**src/iesc_pkg.sv**
```systemverilog
// Shared types, character codes and character classes for the expression syntax checker.
`timescale 1ns / 1ps
package iesc_pkg;

   localparam int POS_BITS_DEF = 16;
   localparam int ERR_BITS     = 16;
   localparam int BAL_BITS     = 16;
   localparam logic [BAL_BITS-1:0] BAL_MAX = '1;

   localparam logic [7:0] CH_EQ     = 8'h3D;
   localparam logic [7:0] CH_BANG   = 8'h21;
   localparam logic [7:0] CH_LT     = 8'h3C;
   localparam logic [7:0] CH_GT     = 8'h3E;
   localparam logic [7:0] CH_CARET  = 8'h5E;
   localparam logic [7:0] CH_UNDER  = 8'h5F;
   localparam logic [7:0] CH_DOT    = 8'h2E;
   localparam logic [7:0] CH_PLUS   = 8'h2B;
   localparam logic [7:0] CH_MINUS  = 8'h2D;
   localparam logic [7:0] CH_STAR   = 8'h2A;
   localparam logic [7:0] CH_SLASH  = 8'h2F;
   localparam logic [7:0] CH_LPAREN = 8'h28;
   localparam logic [7:0] CH_RPAREN = 8'h29;
   localparam logic [7:0] CH_SPACE  = 8'h20;
   localparam logic [7:0] CH_TAB    = 8'h09;
   localparam logic [7:0] CH_CR     = 8'h0D;
   localparam logic [7:0] CH_ZERO   = 8'h30;
   localparam logic [7:0] CH_NINE   = 8'h39;
   localparam logic [7:0] CH_LC_A   = 8'h61;
   localparam logic [7:0] CH_LC_Z   = 8'h7A;
   localparam logic [7:0] CH_UC_A   = 8'h41;
   localparam logic [7:0] CH_UC_Z   = 8'h5A;

   typedef struct packed {
      logic [7:0] ch;
      logic       no_char;
      logic       last;
   } req_type;

   typedef struct packed {
      logic                valid_res;
      logic [ERR_BITS-1:0] error_pos;
   } rsp_type;

   typedef enum logic [2:0] {
      MODE_START = 3'b001,
      MODE_NUM   = 3'b010,
      MODE_IDENT = 3'b100
   } mode_type;

   function automatic logic is_ws(input logic [7:0] c);
      return (c == CH_SPACE) || (c >= CH_TAB && c <= CH_CR);
   endfunction

   function automatic logic is_digit(input logic [7:0] c);
      return (c >= CH_ZERO) && (c <= CH_NINE);
   endfunction

   function automatic logic is_alpha(input logic [7:0] c);
      return (c >= CH_LC_A && c <= CH_LC_Z) || (c >= CH_UC_A && c <= CH_UC_Z);
   endfunction

   function automatic logic is_holdable(input logic [7:0] c);
      return (c == CH_EQ) || (c == CH_BANG) || (c == CH_LT) || (c == CH_GT);
   endfunction

   function automatic logic is_op(input logic [7:0] c);
      return (c == CH_PLUS) || (c == CH_MINUS) || (c == CH_STAR) || (c == CH_SLASH) ||
             (c == CH_CARET) || (c == CH_LT) || (c == CH_GT) || (c == CH_EQ);
   endfunction

endpackage

```
**src/iesc_in_stage.sv**
```systemverilog
// Input register stage: holds one request transaction until the core consumes it.
`timescale 1ns / 1ps
module iesc_in_stage (
   input  logic             clock,
   input  logic             reset,
   input  logic             req_valid,
   output logic             req_ready,
   input  iesc_pkg::req_type req_data,
   input  logic             out_free,
   output logic             item_vld,
   output iesc_pkg::req_type item,
   output logic             advance
);
   import iesc_pkg::*;

   logic    vld_ff, vld_in;
   req_type item_ff;

   // items without a result never wait on the output side
   assign advance   = vld_ff && (!item_ff.last || out_free);
   assign req_ready = !vld_ff || advance;
   assign vld_in    = (req_valid && req_ready) || (vld_ff && !advance);

   always_ff @(posedge clock) begin
      if (reset) begin
         vld_ff <= 1'b0;
      end else begin
         vld_ff <= vld_in;
      end
   end

   always_ff @(posedge clock) begin
      if (req_valid && req_ready) begin
         item_ff <= req_data;
      end
   end

   assign item_vld = vld_ff;
   assign item     = item_ff;

endmodule

```
**src/iesc_core.sv**
```systemverilog
// Scan state registers and the per-character syntax step.
`timescale 1ns / 1ps
module iesc_core #(
   parameter int POS_BITS = iesc_pkg::POS_BITS_DEF
) (
   input  logic              clock,
   input  logic              reset,
   input  logic              advance,
   input  iesc_pkg::req_type item,
   output logic              has_rsp,
   output iesc_pkg::rsp_type rsp
);
   import iesc_pkg::*;

   logic [BAL_BITS-1:0] bal_ff, bal_in;
   logic                aop_ff, aop_in;
   mode_type            mode_ff, mode_in;
   logic                dot_ff, dot_in;
   logic [7:0]          held_ff, held_in;
   logic                hv_ff, hv_in;
   logic                failed_ff, failed_in;
   logic [POS_BITS-1:0] fpos_ff, fpos_in;
   logic [POS_BITS-1:0] tpos_ff, tpos_in;
   logic [POS_BITS-1:0] cnt_ff, cnt_in;
   logic                stop;
   logic [POS_BITS-1:0] rpos;
   logic                rok;
   logic [7:0]          c;

   assign c = item.ch;

   always_comb begin
      bal_in    = bal_ff;
      aop_in    = aop_ff;
      mode_in   = mode_ff;
      dot_in    = dot_ff;
      held_in   = held_ff;
      hv_in     = hv_ff;
      failed_in = failed_ff;
      fpos_in   = fpos_ff;
      tpos_in   = tpos_ff;
      cnt_in    = cnt_ff;
      stop      = 1'b0;
      rok       = 1'b0;
      rpos      = '0;

      if (!item.no_char && !failed_ff) begin
         cnt_in = cnt_ff + POS_BITS'(1);
         if (hv_ff) begin
            hv_in = 1'b0;
            if (c == CH_EQ) begin
               // two-character comparison, counted as one position
               if (aop_ff) begin
                  failed_in = 1'b1;
                  fpos_in   = tpos_ff - POS_BITS'(1);
               end else begin
                  aop_in = 1'b1;
               end
               stop = 1'b1;
            end else if (held_ff == CH_BANG || aop_ff) begin
               failed_in = 1'b1;
               fpos_in   = tpos_ff - POS_BITS'(1);
               stop      = 1'b1;
            end else begin
               aop_in  = 1'b1;
               mode_in = MODE_START;
               dot_in  = 1'b0;
            end
         end
         if (!stop) begin
            if (is_holdable(c)) begin
               mode_in = MODE_START;
               dot_in  = 1'b0;
               held_in = c;
               hv_in   = 1'b1;
            end else if (is_digit(c) || c == CH_DOT) begin
               aop_in = 1'b0;
               if (mode_in == MODE_NUM) begin
                  if (c == CH_DOT) begin
                     if (dot_in) begin
                        failed_in = 1'b1;
                        fpos_in   = tpos_ff;
                     end else begin
                        dot_in = 1'b1;
                     end
                  end
               end else if (!(mode_in == MODE_IDENT && is_digit(c))) begin
                  mode_in = MODE_NUM;
                  dot_in  = (c == CH_DOT);
               end
            end else if (is_alpha(c) || c == CH_UNDER) begin
               aop_in  = 1'b0;
               mode_in = MODE_IDENT;
               dot_in  = 1'b0;
            end else begin
               mode_in = MODE_START;
               dot_in  = 1'b0;
               if (is_ws(c)) begin
                  // separator only
               end else if (c == CH_LPAREN) begin
                  if (bal_ff != BAL_MAX) begin
                     bal_in = bal_ff + BAL_BITS'(1);
                  end
                  aop_in = 1'b1;
               end else if (c == CH_RPAREN) begin
                  if (bal_ff == '0) begin
                     failed_in = 1'b1;
                     fpos_in   = tpos_ff;
                  end else begin
                     bal_in = bal_ff - BAL_BITS'(1);
                     aop_in = 1'b0;
                  end
               end else if (is_op(c)) begin
                  if (aop_in && c != CH_PLUS && c != CH_MINUS) begin
                     failed_in = 1'b1;
                     fpos_in   = tpos_ff;
                  end else begin
                     aop_in = 1'b1;
                  end
               end else begin
                  failed_in = 1'b1;
                  fpos_in   = tpos_ff;
               end
            end
            tpos_in = tpos_ff + POS_BITS'(1);
         end
      end

      if (item.last) begin
         // a pending comparison char at the end stands alone
         if (!failed_in && hv_in) begin
            hv_in = 1'b0;
            if (held_in == CH_BANG || aop_in) begin
               failed_in = 1'b1;
               fpos_in   = tpos_in - POS_BITS'(1);
            end else begin
               aop_in = 1'b1;
            end
         end
         if (failed_in) begin
            rpos = fpos_in;
         end else if (cnt_in == '0) begin
            rpos = '0;
         end else if (bal_in != '0 || aop_in) begin
            rpos = cnt_in - POS_BITS'(1);
         end else begin
            rok = 1'b1;
         end
         bal_in    = '0;
         aop_in    = 1'b1;
         mode_in   = MODE_START;
         dot_in    = 1'b0;
         held_in   = '0;
         hv_in     = 1'b0;
         failed_in = 1'b0;
         fpos_in   = '0;
         tpos_in   = '0;
         cnt_in    = '0;
      end
   end

   assign has_rsp       = advance && item.last;
   assign rsp.valid_res = rok;
   assign rsp.error_pos = ERR_BITS'(rpos);

   always_ff @(posedge clock) begin
      if (reset) begin
         bal_ff    <= '0;
         aop_ff    <= 1'b1;
         mode_ff   <= MODE_START;
         dot_ff    <= 1'b0;
         held_ff   <= '0;
         hv_ff     <= 1'b0;
         failed_ff <= 1'b0;
         fpos_ff   <= '0;
         tpos_ff   <= '0;
         cnt_ff    <= '0;
      end else if (advance) begin
         bal_ff    <= bal_in;
         aop_ff    <= aop_in;
         mode_ff   <= mode_in;
         dot_ff    <= dot_in;
         held_ff   <= held_in;
         hv_ff     <= hv_in;
         failed_ff <= failed_in;
         fpos_ff   <= fpos_in;
         tpos_ff   <= tpos_in;
         cnt_ff    <= cnt_in;
      end
   end

endmodule

```
**src/iesc_out_reg.sv**
```systemverilog
// Result register: holds one response transaction until the consumer takes it.
`timescale 1ns / 1ps
module iesc_out_reg (
   input  logic              clock,
   input  logic              reset,
   input  logic              load,
   input  iesc_pkg::rsp_type load_data,
   output logic              out_free,
   output logic              rsp_valid,
   input  logic              rsp_ready,
   output iesc_pkg::rsp_type rsp_data
);
   import iesc_pkg::*;

   logic    vld_ff, vld_in;
   rsp_type data_ff;

   assign out_free = !vld_ff || rsp_ready;
   assign vld_in   = load || (vld_ff && !rsp_ready);

   always_ff @(posedge clock) begin
      if (reset) begin
         vld_ff <= 1'b0;
      end else begin
         vld_ff <= vld_in;
      end
   end

   always_ff @(posedge clock) begin
      if (load) begin
         data_ff <= load_data;
      end
   end

   assign rsp_valid = vld_ff;
   assign rsp_data  = data_ff;

endmodule

```
**src/infix_expression_syntax_checker_top.sv**
```systemverilog
// End transactions pass from the input register into the result register behind rsp_valid.
// Throughput: one character per cycle unless a result stalls; one scan state step per character.
// A result stalled by rsp back pressure holds the end transaction in the input register,
// which then blocks further requests until the result is taken.
// Reset (synchronous, active high) empties both registers and returns the scan state
// to token start with no open parentheses and no error recorded.
`timescale 1ns / 1ps
module infix_expression_syntax_checker_top #(
   parameter int POS_BITS = iesc_pkg::POS_BITS_DEF
) (
   input  logic              clock,
   input  logic              reset,
   input  logic              req_valid,
   output logic              req_ready,
   input  iesc_pkg::req_type req_data,
   output logic              rsp_valid,
   input  logic              rsp_ready,
   output iesc_pkg::rsp_type rsp_data
);
   import iesc_pkg::*;

   logic    out_free;
   logic    item_vld;
   req_type item;
   logic    advance;
   logic    has_rsp;
   rsp_type core_rsp;

   iesc_in_stage u_in (
      .clock     (clock),
      .reset     (reset),
      .req_valid (req_valid),
      .req_ready (req_ready),
      .req_data  (req_data),
      .out_free  (out_free),
      .item_vld  (item_vld),
      .item      (item),
      .advance   (advance)
   );

   iesc_core #(
      .POS_BITS (POS_BITS)
   ) u_core (
      .clock   (clock),
      .reset   (reset),
      .advance (advance && item_vld),
      .item    (item),
      .has_rsp (has_rsp),
      .rsp     (core_rsp)
   );

   iesc_out_reg u_out (
      .clock     (clock),
      .reset     (reset),
      .load      (has_rsp),
      .load_data (core_rsp),
      .out_free  (out_free),
      .rsp_valid (rsp_valid),
      .rsp_ready (rsp_ready),
      .rsp_data  (rsp_data)
   );

endmodule

```
**config.mk**
```make
export PLATFORM = sky130hd
export DESIGN_NAME = infix_expression_syntax_checker_top
export DESIGN_NICKNAME = d
export VERILOG_FILES = /design/src/iesc_pkg.sv /design/src/iesc_in_stage.sv /design/src/iesc_core.sv /design/src/iesc_out_reg.sv /design/src/infix_expression_syntax_checker_top.sv
export SDC_FILE = /design/constraint.sdc
export NUM_CORES = 1
export LEC_CHECK = 0
export BUFFER_PORTS_ARGS = -buffer_cell sky130_fd_sc_hd__buf_2
export CAP_MARGIN = 20
export CORE_MARGIN = 2
export CORE_UTILIZATION = 35
export DETAILED_ROUTE_END_ITERATION = 6
export GPL_ROUTABILITY_DRIVEN = 1
export HOLD_SLACK_MARGIN = 0.05
export PLACE_DENSITY = 0.48
export SLEW_MARGIN = 20
export SYNTH_ARGS = -nofsm -noshare
export SYNTH_HDL_FRONTEND = slang
export SYNTH_SLANG_ARGS = --single-unit
```
**constraint.sdc**
```tcl
create_clock -name clock -period 4.8 [get_ports clock]
set_input_delay 0 -clock clock [delete_from_list [all_inputs] [get_ports clock]]
set_output_delay 0 -clock clock [all_outputs]
set_load 0.02 [all_outputs]
```
# Word-level counts from Yosys, hierarchy flattened
# Index checks and enable logic that the tools add are counted.
[op_classes] n_addsub=7 magnitude_cmp=8 n_eq_ne=21 mux=118 bitwise=1 n_reduce_logical=51
[ops] op="$mux 16" count=40
[ops] op="$eq 8x6->1 const B" count=14
[ops] op="$sub 16x1->16 const B" count=4
[ops] op="$mux 1" count=62
[ops] op="$add 16x1->16 const B" count=3
[ops] op="$mux 3" count=12
[ops] op="$logic_not 16->1" count=2
[ops] op="$mux 8" count=4
[ops] op="$logic_or 1x1->1" count=22
[ops] op="$eq 8x7->1 const B" count=2
[ops] op="$ge 8x7->1 const B" count=2
[ops] op="$le 8x7->1 const B" count=2
[ops] op="$ne 16x16->1 const B" count=1
[ops] op="$ne 8x6->1 const B" count=2
[ops] op="$reduce_bool 16->1" count=1
[ops] op="$logic_and 1x1->1" count=15
[ops] op="$ge 8x4->1 const B" count=1
[ops] op="$ge 8x6->1 const B" count=1
[ops] op="$le 8x4->1 const B" count=1
[ops] op="$le 8x6->1 const B" count=1
[ops] op="$logic_not 1->1" count=8
[ops] op="$eq 3x2->1 const B" count=1
[ops] op="$eq 3x3->1 const B" count=1
[ops] op="$reduce_or 3->1" count=1
[ops] op="other kinds (3)" count=3
[totals] reg_bits=108 in_bits=14 out_inout_bits=19 wordCells=223

# Logic depth before layout (Yosys ltp)
# Gate-level depths: netlist of the first run.
[logic_depth] ltp_word=26 mapped_depth=17 ltp_nobuf=12

# Hierarchy
# From an unflattened synthesis of the first run, not the netlist that was laid out.
[unflattened] cells_unflattened=1069 hier_area_um2=8227.9
[by_module_without_submodules] mod="iesc_core" instances=1 cells_per_inst=1030 area_each_um2=7292.0 seq_area_each_um2=1581.5
[by_module_without_submodules] mod="iesc_out_reg" instances=1 cells_per_inst=21 area_each_um2=556.8 seq_area_each_um2=530.5
[by_module_without_submodules] mod="iesc_in_stage" instances=1 cells_per_inst=17 area_each_um2=372.9 seq_area_each_um2=320.3
[by_module_without_submodules] mod="infix_expression_syntax_checker_top" instances=1 cells_per_inst=1 area_each_um2=6.3 seq_area_each_um2=0.0

# Least setup slack after synthesis of the first run
# OpenSTA, ideal clock, no wires.
[synth_timing] path_type="reg2reg" startpoint="register u_in.item_ff, in the netlist u_in.item[5]" endpoint="register u_out.data_ff, in the netlist u_out.rsp_data[14] (data pin)" setup_time_ns=0.274 arrival_ns=3.357 t_required_ns=4.526 setup_slack_ns=1.169 stages_incl_launch_ff=18 path_buffers=5 synth_period_minus_slack_ns=3.631 path_cell_list="edfxtp_1 -> buf_2 -> and3_1 -> clkbuf_1 -> a31oi_2 -> a21o_1 -> buf_2 -> buf_2 -> mux2i_1 -> ha_1 -> and3_1 -> nand3_1 -> o2bb2a_1 -> and3b_1 -> clkbuf_1 -> nand4_1 -> a32oi_1 -> o32ai_1"
[synth_between] elab_chain_len=25 word_cells_on_any_way=134 cone_classes="add/sub (1); order compare (8); eq/ne (18); mux (82); reduce/logical (25)"
[synth_rtl] element="from (decl)" line="iesc_in_stage.sv:17" text="req_type item_ff;"
[synth_rtl] element="from (signal assigned)" line="iesc_in_stage.sv:34" text="item_ff <= req_data;"
[synth_rtl] element="branches (longest 24 deep; another with $eq 8x6->1)"
[synth_rtl] element="$mux 16 *" line="iesc_core.sv:140" text="if (failed_in) begin"
[synth_rtl] element="to (signal assigned)" line="iesc_out_reg.sv:31" text="data_ff <= load_data;"
[synth_rtl] element="to (decl)" line="iesc_out_reg.sv:16" text="rsp_type data_ff;"
# Every way passes the cells marked *. The select of a mux whose other input is x is not followed.
# A chain may end at the register's enable or synchronous reset.

# Final worst setup path of the first run
[layout_timing] startpoint="register u_in.item_ff, in the netlist u_in.item[4]" endpoint="register u_out.data_ff, in the netlist u_out.rsp_data[14] (data pin)"
# Same word-level chain as after synthesis.

==> impl_metrics.csv, run 1 <==
group,metric,value,unit
run_status,outcome,"completed",
synthesis,synth_compound_area_share,25.7,%
synthesis,synth.top_cells.by_count,"nor2_1 (139), nand2_1 (86), dfxtp_1 (81)",
power,intPower,1410,uW
finish,finish.utilization,39.0,%
synthesis,synth-seq-area-share,30.0,%
synthesis,synth_top_area_cell,"dfxtp_1",
run,maxCapViolCount,0,
critical_path,path_class,"flip-flop to flip-flop",
synthesis,ys_warn_count,0,
synthesis,ys_seq_elements,108,
power,swShare,29.4,%
detailed_routing,post_drt_wl_per_cell,19.2,um
global_route,antenna_found_initial,0,
global_route,grt_use_total,21.5,%
sta,min_period_over_period,86.6,%
floorplan,initial_utilization,35.8,%
synthesis,synthSimpleGateAreaFrac,30.1,%
global_route,grt_max_degree,78,
critical_path,ff2ff_path_depth,12,
sta,maxSlewHeadroom,34.0,%
power,p_sw,588,uW
sta,setup-tns-final,0,ns
finish,syn2layout_area_growth,8.99,%
detailed_routing,wl_met2,11700,um
floorplan,die_y,156,um
synthesis,synth.net_count,1091,
floorplan,die_w,156,um
finish,fin_nets,1077,
detailed_routing,vias,7986,
clock_network,cts_max_level,3,
critical_path,arrival,4.26,ns
place,port_buffers,32,
power,powerDensity,227,nW/um^2
sta,skew,0.00892,ns
power,clkPwrFrac,36.8,%
sta,drv_slew,0,
clock_network,cts-root-buf,"clkbuf_16",
detailed_routing,dr.pass1.iters,5,
place,finalWeightedCongestion,0.871,
clock_network,cts_tree,"yes",
detailed_routing,drt-met1-wl,12900,um
synthesis,netlist_instances,1070,
power,combinationalPowerShare,14.9,%
synthesis,synth.area.top_cells,"dfxtp_1 (20%), edfxtp_1 (10%), nor2_1 (6.4%), a21oi_1 (4.3%), nand2_1 (4.0%)",
clock_network,clk_latency,0.36,ns
clock_network,cts_setup_buffers,0,
floorplan,die-area,24400,sq um
critical_path,worstPathMaxFanout,20,
detailed_routing,drt_iter0_drc,688,
clock_network,cts-buffers-inserted,9,
power,seqPwrFrac,48.3,%
detailed_routing,dr.max_layer_used,"met4",
place,place_hpwl,18100,um
synthesis,ys.flop_type,"dfxtp_1",
critical_path,required,4.90,ns
sta,finalWorstSetupSlack,0.644,ns
critical_path,r2r_slack,0.64,ns
global_route,grt_pass1_vias,7431,
synthesis,async_flop_share,0,%
place,place_ws,0.702,ns
critical_path,start_kind,"flip-flop",
synthesis,yosysMostFrequentCell,"nor2_1",
clock_network,cts.sinks,108,
floorplan,io_pins,33,
clock_network,cts_buffer_depth,2,
synthesis,synth_area_per_cell,7.57,sq um
detailed_routing,wl,25900,um
synthesis,synth.area.mux_share,1.38,%
sta,setup_viol,0,
power,power_leakage,0.00300,uW
hold_path,worstHoldEndpoint,"u_out.rsp_valid",
synthesis,synth-edff-count,27,
power,total_power,2000,uW
detailed_routing,ant_nets,0,
finish,drive_gt1_share,9.61,%
floorplan,coreArea,22600,sq um
clock_network,postCtsResizedCells,0,
hold_path,min_from,"reset",
detailed_routing,wl_met3,1080,um
synthesis,synth_fa_ha_area_share,1.08,%
sta,min_period,4.16,ns
detailed_routing,viasPerCell,5.93,
floorplan,rows,55,
hold_path,hold_depth,3,
global_route,grt_pass1_wl,41700,um
synthesis,yosysTopAreaCellShare,20.0,%
critical_path,r2r-end,"u_out.rsp_data[14]",
sta,finalHoldViolCount,0,
sta,worst_pin_slew,0.980,ns
sta,rsz0062_at_grt,"no",
synthesis,synth_xor_xnor_area_share,6.06,%
finish,fillers,2296,
hold_path,holdCritPathClass,"input pin to flip-flop",
critical_path,r2r_start,"u_in.item[4]",
synthesis,syn_area,8100,sq um
critical_path,worst_setup_path_end_kind,"flip-flop",
sta,fmax,0.241,GHz
clock_network,clk_pin_slew,0.08,ns
global_route,grt_overflow,0,
synthesis,synthDistinctLibCells,85,
finish,diodes,0,
detailed_routing,drc,0,
power,vdd_drop_max,165,uV
synthesis,synth_top_family_by_area,"simple AND/OR/NAND/NOR gates",
metal layers:
| metal | vias up | track usage, % |
|---|---|---|
| met5 | - | 0 |
| met4 | 0 | 4.54 |
| met3 | 18 | 2.50 |
| met2 | 232 | 33.2 |
| met1 | 3776 | 32.1 |
| li1 | 3960 | - |
logic make-up after synthesis:
group	count (synthesis)
simple gates	468
compound gates	310
buf+inv	110
flops	108
xor+xnor	56
mux	11
fa+ha+maj	7
layout by cell type, fill, tap and decap left out, types with 25 or more instances in the layout:
cell and count:
nand3_1 35, nor2_1 138, buf_2 32, edfxtp_1 27, o21ai_0 64, a21oi_1 70
a22oi_1 38, nand2_1 86, nor3_1 38, nor4_1 25, xnor2_1 35, dfxtp_1 81
power by group through the flow:
| stage | clock network (uW) | registers (uW) | logic (uW) |
|---|---|---|---|
| final | 736 | 966 | 297 |
| after global routing | 793 | 969 | 328 |
| after CTS | 759 | 966 | 296 |
| after detailed placement | 0 | 988 | 286 |
| after global placement | 0 | 987 | 288 |
| after floorplan | 0 | 980 | 205 |
final cells by class:
cell class                      count  area, sq um  share of cell area [%]
Clock buffer                       10          229                    2.59
Tap cell                          285          357                    4.04
Multi-Input combinational cell    852         5220                    59.2
Timing Repair Buffer               67          468                    5.30
Clock inverter                      6         50.0                   0.567
Inverter                           18         67.6                   0.766
Sequential cell                   108         2430                    27.6
what timing repair did:
item                                   CTS  global route
hold buffers                            13             0
endpoints found under the hold margin   12             0
setup endpoints to repair                0             0
how the worst max path moves through the flow:
stage	from	endpoint	depth (start not counted)
global route	u_in.item[7]	u_out.rsp_data[14]	12
CTS	u_in.item[4]	u_out.rsp_data[14]	12
finish	u_in.item[4]	u_out.rsp_data[14]	12
detailed placement	u_in.item[4]	u_out.rsp_data[14]	12
floorplan	u_in.item[5]	u_out.rsp_data[14]	17
global placement	u_in.item[4]	u_out.rsp_data[14]	12
state kept, by name (all words and copies together) (netlist names), 3 cells and up:
signal,count
u_core.cnt_ff,16
u_core.held_ff,8
u_out.rsp_data,17
u_core.fpos_ff,16
u_core.tpos_ff,16
u_core.mode_ff,3
u_core.bal_ff,16
u_in.item,10
critical path, cell delays in order (launching register included):
cell      delay (ns)
edfxtp_1        0.55
and3_1          0.32
a31oi_2         0.37
a21o_1          0.68
mux2i_1         0.31
ha_1            0.24
and3_1          0.17
nand3_1         0.09
o2bb2a_1        0.38
and3b_1         0.29
nand4_1         0.11
a32oi_1         0.26
o32ai_1         0.12
per-stage QoR:
step                cell area, sq um  hold WS, ns  instances
finish                          8820        0.317       1346
global route                    8820        0.347       1346
CTS                             8820        0.334       1346
detailed placement              8410        0.178       1317
global placement                8410        0.177       1317
floorplan                       8100       0.0989       1070
(Power assumes the default switching activity.)
==> run 2, diff against run 1 <==
- RECOVER_POWER: default -> 100
==> impl_metrics.csv, run 2 (synthesis results as in run 1) <==
group,metric,value,unit
clock_network,cts-root-buf,"clkbuf_16",
finish,fillers,2322,
floorplan,coreArea,22600,sq um
detailed_routing,vias,7943,
floorplan,initial_utilization,35.8,%
sta,drv_slew,63,
sta,setup-tns-final,0,ns
detailed_routing,dr.pass1.iters,5,
finish,layout_common_cells,"nor2_1 (139), nand2_1 (86), dfxtp_1 (81)",
sta,skew,0.00758,ns
critical_path,required,4.90,ns
critical_path,path_cells,"and3_1 > a31oi_1 > a21o_1 > mux2i_1 > ha_1 > and3_1 > nand3_1 > o2bb2a_1 > and3b_1 > nand4_1 > a32oi_1 > o32ai_1",
finish,syn2layout_area_growth,7.97,%
clock_network,cts.sinks,108,
critical_path,cp_slowest_stage_delay,0.69,ns
clock_network,cts_setup_buffers,0,
finish,fin_area,8740,sq um
floorplan,die_y,156,um
global_route,antenna_found_initial,0,
power,combinationalPowerShare,14.6,%
critical_path,worstPathMaxFanout,20,
global_route,grt_pass1_wl,41700,um
power,seqPwrFrac,48.4,%
critical_path,path_class,"flip-flop to flip-flop",
critical_path,start_kind,"flip-flop",
sta,finalHoldViolCount,0,
detailed_routing,drt_iter0_drc,785,
floorplan,die_w,156,um
global_route,grt_use_total,21.5,%
sta,setup_viol,0,
sta,fmax,0.232,GHz
run_status,outcome,"complete, but fails checks",
place,dpl_cell_area,8410,sq um
clock_network,clk_latency,0.36,ns
finish,largest_register_ffs,17,
sta,worst_hold_slack,0.315,ns
power,clkPwrFrac,37.0,%
critical_path,slowest_stage,"a21o_1",
sta,min_period_over_period,89.6,%
run,maxCapViolCount,3,
sta,rsz0062_at_grt,"no",
clock_network,cts-buffers-inserted,9,
finish,diodes,0,
floorplan,die-area,24400,sq um
place,finalWeightedCongestion,0.871,
hold_path,holdCritPathClass,"input pin to flip-flop",
detailed_routing,wl,25900,um
run_status,violations,"max-capacitance violations, max-slew violations",
finish,multi_input_area,5200,sq um
critical_path,arrival,4.40,ns
finish,fin_nets,1077,
power,power_leakage,0.00290,uW
power,intPower,1410,uW
clock_network,cts_buffer_depth,2,
clock_network,cts_max_level,3,
power,vdd_drop_max,166,uV
finish,final_common_cell,"nor2_1",
finish,seqCellArea,2430,sq um
global_route,grt_pass1_vias,7431,
sta,worst_pin_slew,2.63,ns
place,place_hpwl,18100,um
critical_path,worst_setup_path_end_kind,"flip-flop",
sta,min_period,4.30,ns
floorplan,rows,55,
power,swShare,29.5,%
detailed_routing,ant_nets,0,
clock_network,clk_pin_slew,0.08,ns
finish,drive_gt1_share,6.60,%
detailed_routing,drc,0,
global_route,grt_overflow,0,
detailed_routing,post_drt_wl_per_cell,19.2,um
power,p_sw,588,uW
clock_network,cts_tree,"yes",
power,total_power,1990,uW
sta,maxSlewHeadroom,-76.2,%
power,powerDensity,228,nW/um^2
finish,finish.utilization,38.6,%
place,port_buffers,32,
floorplan,io_pins,33,
global_route,grt_max_degree,78,
critical_path,crit_top_cell,"and3_1",
detailed_routing,viasPerCell,5.90,
-- run 2: worst paths after layout --
| kind | startpoint | end | slack (ns) | cells past startpoint |
|---|---|---|---|---|
| max | u_in.item[4] | u_out.rsp_data[14] | 0.50 | 12 |
| min | reset | u_out.rsp_valid | 0.31 | 3 |
| max reg2reg | u_in.item[4] | u_out.rsp_data[14] | 0.50 | 12 |
| min reg2reg | u_core.fpos_ff[7] | u_core.fpos_ff[7] | 0.45 | 2 |
-- run 2: stage by stage --
stage | cells | worst slack (ns)
global placement | 1317 | 0.811
global route | 1346 | 0.196
detailed placement | 1317 | 0.702
floorplan | 1070 | 1.17
finish | 1346 | 0.498
CTS | 1346 | 0.679
-- run 2: layout make-up --
cell class / count / area share (%)
inverters: 18 / 0.773
clock buffers: 10 / 2.62
multi-input cells: 852 / 59.4
flip-flops and latches: 108 / 27.8
clock inverters: 6 / 0.572
well taps: 285 / 4.08
repair buffers: 67 / 4.69
-- run 2: what timing repair did --
item / CTS / global route
endpoints found under the setup margin: 0 / 0
resized for setup: 0 / 0
hold buffers: 13 / 0
hold endpoints to repair: 12 / 0
-- run 2: worst max-delay path, delay by kind of cell, from the launching register on --
kind / cells / cell delay, ns
muxes: 1 / 0.31
DFF: 1 / 0.55
and+or+nand+nor: 5 / 0.99
adders and majority gates: 1 / 0.25
AOI/OAI and AO/OA: 5 / 1.93
-- run 2: routing by layer --
layer	wire (um)	share of wire, %	global-route usage (%)
met5	0	0	0
met4	252	0.97	4.54
met3	1100	4.3	2.50
met2	11600	45	33.2
met1	12900	50	32.1
-- run 2: power groups by stage --
stage | clock [uW] | combinational, uW | sequential, uW
global route | 793 | 321 | 969
detailed placement | 0 | 286 | 988
CTS | 759 | 296 | 966
finish | 738 | 291 | 966
global placement | 0 | 288 | 987
floorplan | 0 | 205 | 980
